--- config.mk ---
export PLATFORM = sky130hd
export DESIGN_NAME = sigma_delta_pwm_modulator_core
export DESIGN_NICKNAME = d
export VERILOG_FILES = /design/src/rtl/core/sdmpwm_pkg.sv /design/src/rtl/core/sigma_delta_pwm_modulator_core.sv /design/src/rtl/core/sdmpwm_front.sv /design/src/rtl/core/sdmpwm_queue.sv /design/src/rtl/core/sdmpwm_back.sv
export SDC_FILE = /design/constraint.sdc
export NUM_CORES = 1
export LEC_CHECK = 0
export BUFFER_PORTS_ARGS = -buffer_cell sky130_fd_sc_hd__buf_2
export CORE_MARGIN = 1
export CORE_UTILIZATION = 45
export CTS_CLUSTER_DIAMETER = 120
export DETAILED_ROUTE_END_ITERATION = 8
export PLACE_DENSITY_LB_ADDON = 0.08
export SLEW_MARGIN = 30
export SYNTH_ARGS = -nofsm -noshare
export SYNTH_HDL_FRONTEND = slang
export SYNTH_HIERARCHICAL = 1
export SYNTH_SLANG_ARGS = --single-unit
--- constraint.sdc ---
create_clock -name clk -period 20.6 [get_ports clk]
set_clock_uncertainty 0.05 [all_clocks]
set_input_delay 4.12 -clock clk [delete_from_list [all_inputs] [get_ports clk]]
set_output_delay 4.12 -clock clk [all_outputs]
set_load 0.01 [all_outputs]
--- src/rtl/core/sdmpwm_pkg.sv ---
// Shared types and constants for the sigma-delta PWM modulator core.
package sdmpwm_pkg;

	// Error integrator width (20..32).
	localparam int ACC_BITS = 24;

	localparam int SAMPLE_W = 16;
	localparam int LEVEL_W  = 16;
	localparam int LOG_W    = 4;
	// Residual spans -32768..65534.
	localparam int RESID_W  = 18;
	localparam int STEP_W   = 16;

	// Queue depth between front and back; keep it a power of two.
	localparam int Q_DEPTH  = 2;
	localparam int QPTR_W   = $clog2(Q_DEPTH);

	typedef enum logic {
		MODE_ONE_BIT = 1'b0,
		MODE_SD_PWM  = 1'b1
	} mode_t;

	typedef enum logic [1:0] {
		REG_MODE       = 2'd0,
		REG_LOG_STEPS  = 2'd1,
		REG_FULL_LEVEL = 2'd2
	} reg_idx_t;

	typedef struct packed {
		mode_t              mode;
		logic [LOG_W-1:0]   log_steps;
		logic [LEVEL_W-1:0] full_level;
	} cfg_t;

	// One classified item: residual, integrator step and the two candidate levels.
	typedef struct packed {
		logic [RESID_W-1:0] resid;
		logic [STEP_W-1:0]  step;
		logic [LEVEL_W-1:0] level_lo;
		logic [LEVEL_W-1:0] level_hi;
	} qent_t;

	typedef struct packed {
		logic empty;
		logic full;
	} qstat_t;

endpackage

--- src/rtl/core/sigma_delta_pwm_modulator_core.sv ---
// Top level of the first-order sigma-delta PWM modulator.
//
//  channel  direction  handshake             payload
//  s_*      in         s_tvalid / s_tready   s_tdata[15:0] sample (signed)
//  m_*      out        m_tvalid / m_tready   m_tdata[15:0] level, [16] dither_high
//  cfg_*    in         cfg_valid / cfg_ready cfg_index[1:0], cfg_data[15:0]
//
// One item per cycle sustained while m_tready is held high; an accepted item is
// first written into the queue, then, once the output register is free, goes
// through the integrator add-compare into the output register. The integrator
// loop is a single registered add/compare/saturate.
// Reset clears the integrator, the queue and the output valid, and loads the
// default configuration. Input stalls only when the two-entry queue is full.
module sigma_delta_pwm_modulator_core
	import sdmpwm_pkg::*;
(
	input  logic                clk,
	input  logic                arst_n,
	input  logic                s_tvalid,
	output logic                s_tready,
	input  logic [SAMPLE_W-1:0] s_tdata,   // [15:0] sample
	output logic                m_tvalid,
	input  logic                m_tready,
	output logic [23:0]         m_tdata,   // [15:0] level, [16] dither_high, [23:17] zero
	input  logic                cfg_valid,
	output logic                cfg_ready,
	input  logic [1:0]          cfg_index,
	input  logic [15:0]         cfg_data
);

	cfg_t   cfg_q;
	qent_t  entry;
	qent_t  head;
	qstat_t q_stat;
	logic   push;
	logic   pop;

	assign cfg_ready = 1'b1;

	always_ff @(posedge clk or negedge arst_n) begin
		if (!arst_n) begin
			cfg_q.mode       <= MODE_SD_PWM;
			cfg_q.log_steps  <= LOG_W'(5);
			cfg_q.full_level <= LEVEL_W'(32);
		end else if (cfg_valid) begin
			unique case (cfg_index)
				REG_MODE:       cfg_q.mode       <= mode_t'(cfg_data[0]);
				REG_LOG_STEPS:  cfg_q.log_steps  <= cfg_data[LOG_W-1:0];
				REG_FULL_LEVEL: cfg_q.full_level <= cfg_data[LEVEL_W-1:0];
				default: ;
			endcase
		end
	end

	sdmpwm_front u_front (
		.cfg      (cfg_q),
		.s_tvalid (s_tvalid),
		.s_tready (s_tready),
		.s_tdata  (s_tdata),
		.q_full   (q_stat.full),
		.push     (push),
		.entry    (entry)
	);

	sdmpwm_queue u_queue (
		.clk     (clk),
		.arst_n  (arst_n),
		.push    (push),
		.wr_data (entry),
		.pop     (pop),
		.rd_data (head),
		.stat    (q_stat)
	);

	sdmpwm_back u_back (
		.clk      (clk),
		.arst_n   (arst_n),
		.head     (head),
		.q_empty  (q_stat.empty),
		.pop      (pop),
		.m_tvalid (m_tvalid),
		.m_tready (m_tready),
		.m_tdata  (m_tdata)
	);

	// Queue can never look empty and full together.
	a_q_stat: assert property (@(posedge clk) disable iff (!arst_n)
		!(q_stat.empty && q_stat.full))
		else $error("queue status inconsistent");

	// An item written into an empty queue is visible there next cycle.
	a_q_fill: assert property (@(posedge clk) disable iff (!arst_n)
		(s_tvalid && s_tready && q_stat.empty) |=> !q_stat.empty)
		else $error("accepted item lost in queue");

	// In one-bit mode a low decision always outputs level zero.
	a_one_bit_low: assert property (@(posedge clk) disable iff (!arst_n)
		(m_tvalid && cfg_q.mode == MODE_ONE_BIT && !m_tdata[16]) |-> (m_tdata[15:0] == '0))
		else $error("one-bit mode low item with nonzero level");

endmodule

--- src/rtl/core/sdmpwm_front.sv ---
// Front end: accepts samples and splits them into residual, step and candidate levels.
module sdmpwm_front
	import sdmpwm_pkg::*;
(
	input  cfg_t                cfg,
	input  logic                s_tvalid,
	output logic                s_tready,
	input  logic [SAMPLE_W-1:0] s_tdata,   // [15:0] sample (signed)
	input  logic                q_full,
	output logic                push,
	output qent_t               entry
);

	logic [SAMPLE_W-1:0] u;
	logic [4:0]          shift;
	logic [LEVEL_W-1:0]  coarse_raw;
	logic [LEVEL_W-1:0]  limit;
	logic [LEVEL_W-1:0]  coarse;
	logic [LEVEL_W-1:0]  base;
	logic [STEP_W-1:0]   pwm_step;

	assign s_tready = !q_full;
	assign push     = s_tvalid && !q_full;

	// Offset binary: sample + 32768.
	assign u          = {~s_tdata[SAMPLE_W-1], s_tdata[SAMPLE_W-2:0]};
	assign shift      = 5'd16 - {1'b0, cfg.log_steps};
	assign coarse_raw = LEVEL_W'(u >> shift);
	assign limit      = (cfg.full_level == '0) ? '0 : cfg.full_level - LEVEL_W'(1);
	assign coarse     = (coarse_raw > limit) ? limit : coarse_raw;
	// coarse never exceeds u >> shift, so the shifted value fits in 16 bits.
	assign base       = LEVEL_W'(coarse << shift);
	assign pwm_step   = STEP_W'(16'd1 << (shift - 5'd1));

	always_comb begin
		unique case (cfg.mode)
			MODE_ONE_BIT: begin
				entry.resid    = {{(RESID_W-SAMPLE_W){s_tdata[SAMPLE_W-1]}}, s_tdata};
				entry.step     = STEP_W'(16'h8000);
				entry.level_lo = '0;
				entry.level_hi = cfg.full_level;
			end
			default: begin
				entry.resid    = {{(RESID_W-SAMPLE_W){1'b0}}, u}
				               - {{(RESID_W-LEVEL_W){1'b0}}, base}
				               - {{(RESID_W-STEP_W){1'b0}}, pwm_step};
				entry.step     = pwm_step;
				entry.level_lo = coarse;
				entry.level_hi = coarse + LEVEL_W'(1);
			end
		endcase
	end

endmodule

--- src/rtl/core/sdmpwm_queue.sv ---
// Short FIFO between the front end and the integrator back end.
module sdmpwm_queue
	import sdmpwm_pkg::*;
(
	input  logic   clk,
	input  logic   arst_n,
	input  logic   push,
	input  qent_t  wr_data,
	input  logic   pop,
	output qent_t  rd_data,
	output qstat_t stat
);

	qent_t             mem [Q_DEPTH];
	logic [QPTR_W-1:0] wr_ptr_q;
	logic [QPTR_W-1:0] rd_ptr_q;
	logic [QPTR_W:0]   count_q;

	assign stat.empty = (count_q == '0);
	assign stat.full  = (count_q == (QPTR_W+1)'(Q_DEPTH));
	assign rd_data    = mem[rd_ptr_q];

	always_ff @(posedge clk) begin
		if (push) begin
			mem[wr_ptr_q] <= wr_data;
		end
	end

	always_ff @(posedge clk or negedge arst_n) begin
		if (!arst_n) begin
			wr_ptr_q <= '0;
			rd_ptr_q <= '0;
			count_q  <= '0;
		end else begin
			if (push) begin
				wr_ptr_q <= wr_ptr_q + QPTR_W'(1);
			end
			if (pop) begin
				rd_ptr_q <= rd_ptr_q + QPTR_W'(1);
			end
			if (push && !pop) begin
				count_q <= count_q + (QPTR_W+1)'(1);
			end else if (pop && !push) begin
				count_q <= count_q - (QPTR_W+1)'(1);
			end
		end
	end

endmodule

--- src/rtl/core/sdmpwm_back.sv ---
// Back end: error integrator update, level choice and output register.
module sdmpwm_back
	import sdmpwm_pkg::*;
(
	input  logic        clk,
	input  logic        arst_n,
	input  qent_t       head,
	input  logic        q_empty,
	output logic        pop,
	output logic        m_tvalid,
	input  logic        m_tready,
	output logic [23:0] m_tdata    // [15:0] level, [16] dither_high, [23:17] zero
);

	localparam int SUM_W = ACC_BITS + 2;

	logic signed [ACC_BITS-1:0] integ_q;
	logic                       m_tvalid_q;
	logic [LEVEL_W-1:0]         level_q;
	logic                       high_q;

	logic [SUM_W-1:0]    t;
	logic [SUM_W-1:0]    step_ext;
	logic [SUM_W-1:0]    nxt;
	logic                high;
	logic                in_range;
	logic [ACC_BITS-1:0] integ_nxt;

	assign pop = !q_empty && (!m_tvalid_q || m_tready);

	assign t        = {{(SUM_W-ACC_BITS){integ_q[ACC_BITS-1]}}, integ_q}
	                + {{(SUM_W-RESID_W){head.resid[RESID_W-1]}}, head.resid};
	assign step_ext = {{(SUM_W-STEP_W){1'b0}}, head.step};
	assign high     = !t[SUM_W-1] && (t != '0);
	assign nxt      = high ? t - step_ext : t + step_ext;
	// Saturate when the bits above the integrator's sign bit disagree.
	assign in_range = (&nxt[SUM_W-1:ACC_BITS-1]) || !(|nxt[SUM_W-1:ACC_BITS-1]);
	assign integ_nxt = in_range ? nxt[ACC_BITS-1:0]
	                 : (nxt[SUM_W-1] ? {1'b1, {(ACC_BITS-1){1'b0}}}
	                                 : {1'b0, {(ACC_BITS-1){1'b1}}});

	always_ff @(posedge clk) begin
		if (pop) begin
			level_q <= high ? head.level_hi : head.level_lo;
			high_q  <= high;
		end
	end

	always_ff @(posedge clk or negedge arst_n) begin
		if (!arst_n) begin
			integ_q    <= '0;
			m_tvalid_q <= 1'b0;
		end else begin
			if (pop) begin
				integ_q    <= integ_nxt;
				m_tvalid_q <= 1'b1;
			end else if (m_tready) begin
				m_tvalid_q <= 1'b0;
			end
		end
	end

	assign m_tvalid = m_tvalid_q;
	assign m_tdata  = {7'd0, high_q, level_q};

endmodule
==> results.toml <==
[clock_network]
cts_tree = "built"
cts_resized = 0
postCtsSetupBuffers = 0
h-tree-depth = 4
root_buffer = "clkbuf_16"
cts-hold-fix-buffers = 0
clk_path_buf_depth = 2
cts.sinks = 199
clk_pin_slew_ns = 0.08
cts_inserted_buffers = 17
clkLatencyLatePin_ns = 0.44

[sta]
maxSlewViolCount = 0
hold_viol = 0
tns_ns = 0
finalSetupViolations = 0
finalCritPeriodShare_pct = 57.2
relSlewSlack_pct = 32.9
fmax_mhz = 84.9
period_minus_slack_ns = 11.78
rsz0062_at_grt = "no"
tightest_slew_ns = 0.998

[placement]
routabilityCongestion = 0.898
dp_hpwl_mm = 33.7
io_buffers = 57

[min_path]
hold_end = "u_queue/count_q[1]$_DFFE_PN0P_"
min_path_type = "flop to flop"
worstHoldPathCells = 1
hp-start = "u_queue/count_q[1]$_DFFE_PN0P_"

[final_layout]
nFillCells = 3362
drive_gt1_share_pct = 17.9
nNetsFinal = 1820
diodes = 0
syn_to_final_growth_pct = 8.07

[yosys]
syn_area_mm2 = 0.0161
synth_fa_ha_area_share_pct = 8.87
synth_seq_cells = 199
synth_mux_area_share_pct = 14.1
ys.flop_type = "edfxtp_1"
yosysSeqAreaShare_pct = 35.5
syn_inst = 1637
synth_simple_gate_area_share_pct = 16.3
synth-edff-count = 149
synth_warnings = 6
ys_async_sr_fraction_pct = 25.1
avgSynthCellArea_um2 = 9.86
synth_compound_area_share_pct = 17.0
synth_xor_xnor_area_share_pct = 4.39
synth_top_family_by_area = "compound AO/OA/AOI/OAI gates"
ys_types = 101

[critical_path]
end_kind = "flop"
worstReg2RegEnd = "u_queue/mem[1][64]$_DFFE_PP_"
r2r_cells = 33
cp_max_fo = 27
crit_path_top_delay_cell = "a2111oi_0"
r2r-start = "cfg_q[16]$_DFFE_PN1P_"
slowest_delay_ns = 0.73
start_kind = "primary input"
reg2reg_slack_ns = 9.88
worstSetupPathType = "primary input to flop"
critical_path_arrival_ns = 11.89
crit_required_ns = 20.71

[floorplanning]
coreArea_mm2 = 0.0354
initial_core_util_pct = 45.6
die_h_um = 191
rows = 69
die_w_um = 191
dieArea_mm2 = 0.0366
pin_count = 66

[route]
dr.pass1.iters = 6
vias_per_cell = 5.97
wl_mm = 44.7
drt_iter0_markers = 1053
drc_errors = 0
wire_per_inst_um = 20.8
ant_nets = 0
num_vias = 12800

[status]
status = "complete, no violations"

[global_routing]
overflow = 0
grt_antenna_before_repair = 0
grt_first_pass_wirelength_mm = 69.1
grt_pass1_vias = 12000
grt_start_max_net_pins = 67
grtUsageTotal_pct = 24.8

[flow_run]
maxCapViolCount = 0
## how the worst max path moves through the flow
stage | to | startpoint
final | u_queue/mem[1][64]$_DFFE_PP_ | s_tdata[15]
after global routing | u_queue/mem[1][64]$_DFFE_PP_ | s_tdata[15]
after CTS | u_queue/mem[1][64]$_DFFE_PP_ | s_tdata[15]
after detailed placement | u_queue/mem[1][64]$_DFFE_PP_ | s_tdata[15]
after global placement | u_queue/mem[0][64]$_DFFE_PP_ | s_tdata[15]
after floorplan | u_queue/mem[0][64]$_DFFE_PP_ | s_tdata[14]
## cells by family after synthesis
group                      after synthesis
DFF                                    199
other                                    2
adders and majority gates              112
buffers and inverters                  131
and+or+nand+nor                        518
muxes                                  185
xor gates and xnor gates                81
AOI/OAI and AO/OA                      409
## worst max-delay path, delay by kind of cell
family	cells	cell delay (ns)
xor gates and xnor gates	2	0.31
and+or+nand+nor	7	1.72
AOI/OAI and AO/OA	14	3.54
adders and majority gates	3	0.90
buffers and inverters	2	0.43
muxes	2	0.82
## Yosys cell counts, types with 6 or more instances
cell	instances	area, µm²
mux2_2	90	1010
a21oi_1	91	455
clkbuf_1	28	105
a211oi_1	18	135
nand3_1	38	190
o31ai_1	6	45.0
a221oi_1	6	52.6
a2111oi_0	6	52.6
nor2_1	144	541
nand2_1	110	413
mux2i_1	42	420
a21o_1	32	240
o2111ai_1	6	52.6
nand2b_1	30	188
buf_2	20	100
o21a_1	18	135
nor3b_1	7	52.6
xnor2_1	61	534
o22ai_1	33	206
o21bai_1	7	52.6
nor2b_1	23	144
or4_1	8	60.1
o21ai_0	79	395
o211ai_1	14	105
xor2_1	20	175
nand4_1	6	37.5
inv_1	60	225
and3_1	21	131
buf_4	13	97.6
mux2_4	41	616
edfxtp_1	149	4470
nor3_1	40	200
and2_1	27	169
dfrtp_1	46	1150
or2_2	15	93.8
a22oi_1	10	75.1
ha_1	108	1350
or3_1	16	100
a31oi_1	10	62.6
mux4_2	7	158
nor4_1	7	43.8
## metrics by stage
step	instances	area [µm²]	utilization, %	hold slack [ns]	setup WS (ns)
finish	2143	17400	49.3	0.454	8.82
global placement	2109	16800	47.6	0.425	8.56
global route	2143	17400	49.3	0.475	8.22
CTS	2143	17400	49.3	0.461	8.93
floorplan	1643	16200	-	0.405	9.62
detailed placement	2111	16900	47.6	0.445	8.48
## state kept, by name (all words and copies together), names as in the netlist
name / cells
u_queue/mem: 132
u_back/integ_q: 24
cfg_q: 21
u_back/level_q: 16
u_queue/count_q: 2
u_back/high_q: 1
u_back/m_tvalid: 1
u_queue/rd_ptr_q: 1
u_queue/wr_ptr_q: 1
## cell type report
cell class | count | area [µm²] | share of cell area (%)
Multi-Input combinational cell | 1313 | 9880 | 56.6
Sequential cell | 199 | 5730 | 32.9
Tap cell | 461 | 577 | 3.31
Clock buffer | 20 | 457 | 2.62
Timing Repair Buffer | 75 | 432 | 2.47
Inverter | 63 | 236 | 1.36
Clock inverter | 12 | 131 | 0.753
## layout by cell type, fill, tap and decap left out, types with 45 or more instances in the layout
cell type	synthesis	layout
edfxtp_1	149	149
nor2_1	144	144
buf_2	20	57
a21oi_1	91	89
nand2_1	110	110
xnor2_1	61	61
ha_1	108	108
o21ai_0	79	79
inv_1	60	60
dfrtp_1	46	45
mux2_2	90	90
## metal layers
layer / wire, µm / track usage, %
met3: 2240 / 3.34
met2: 19700 / 37.5
met5: 0 / 0
met1: 22300 / 37.2
met4: 512 / 5.31
Power is left out: the tool's default activity adds up to more than one toggle a clock period on the data nets, which glitch-free logic cannot reach.
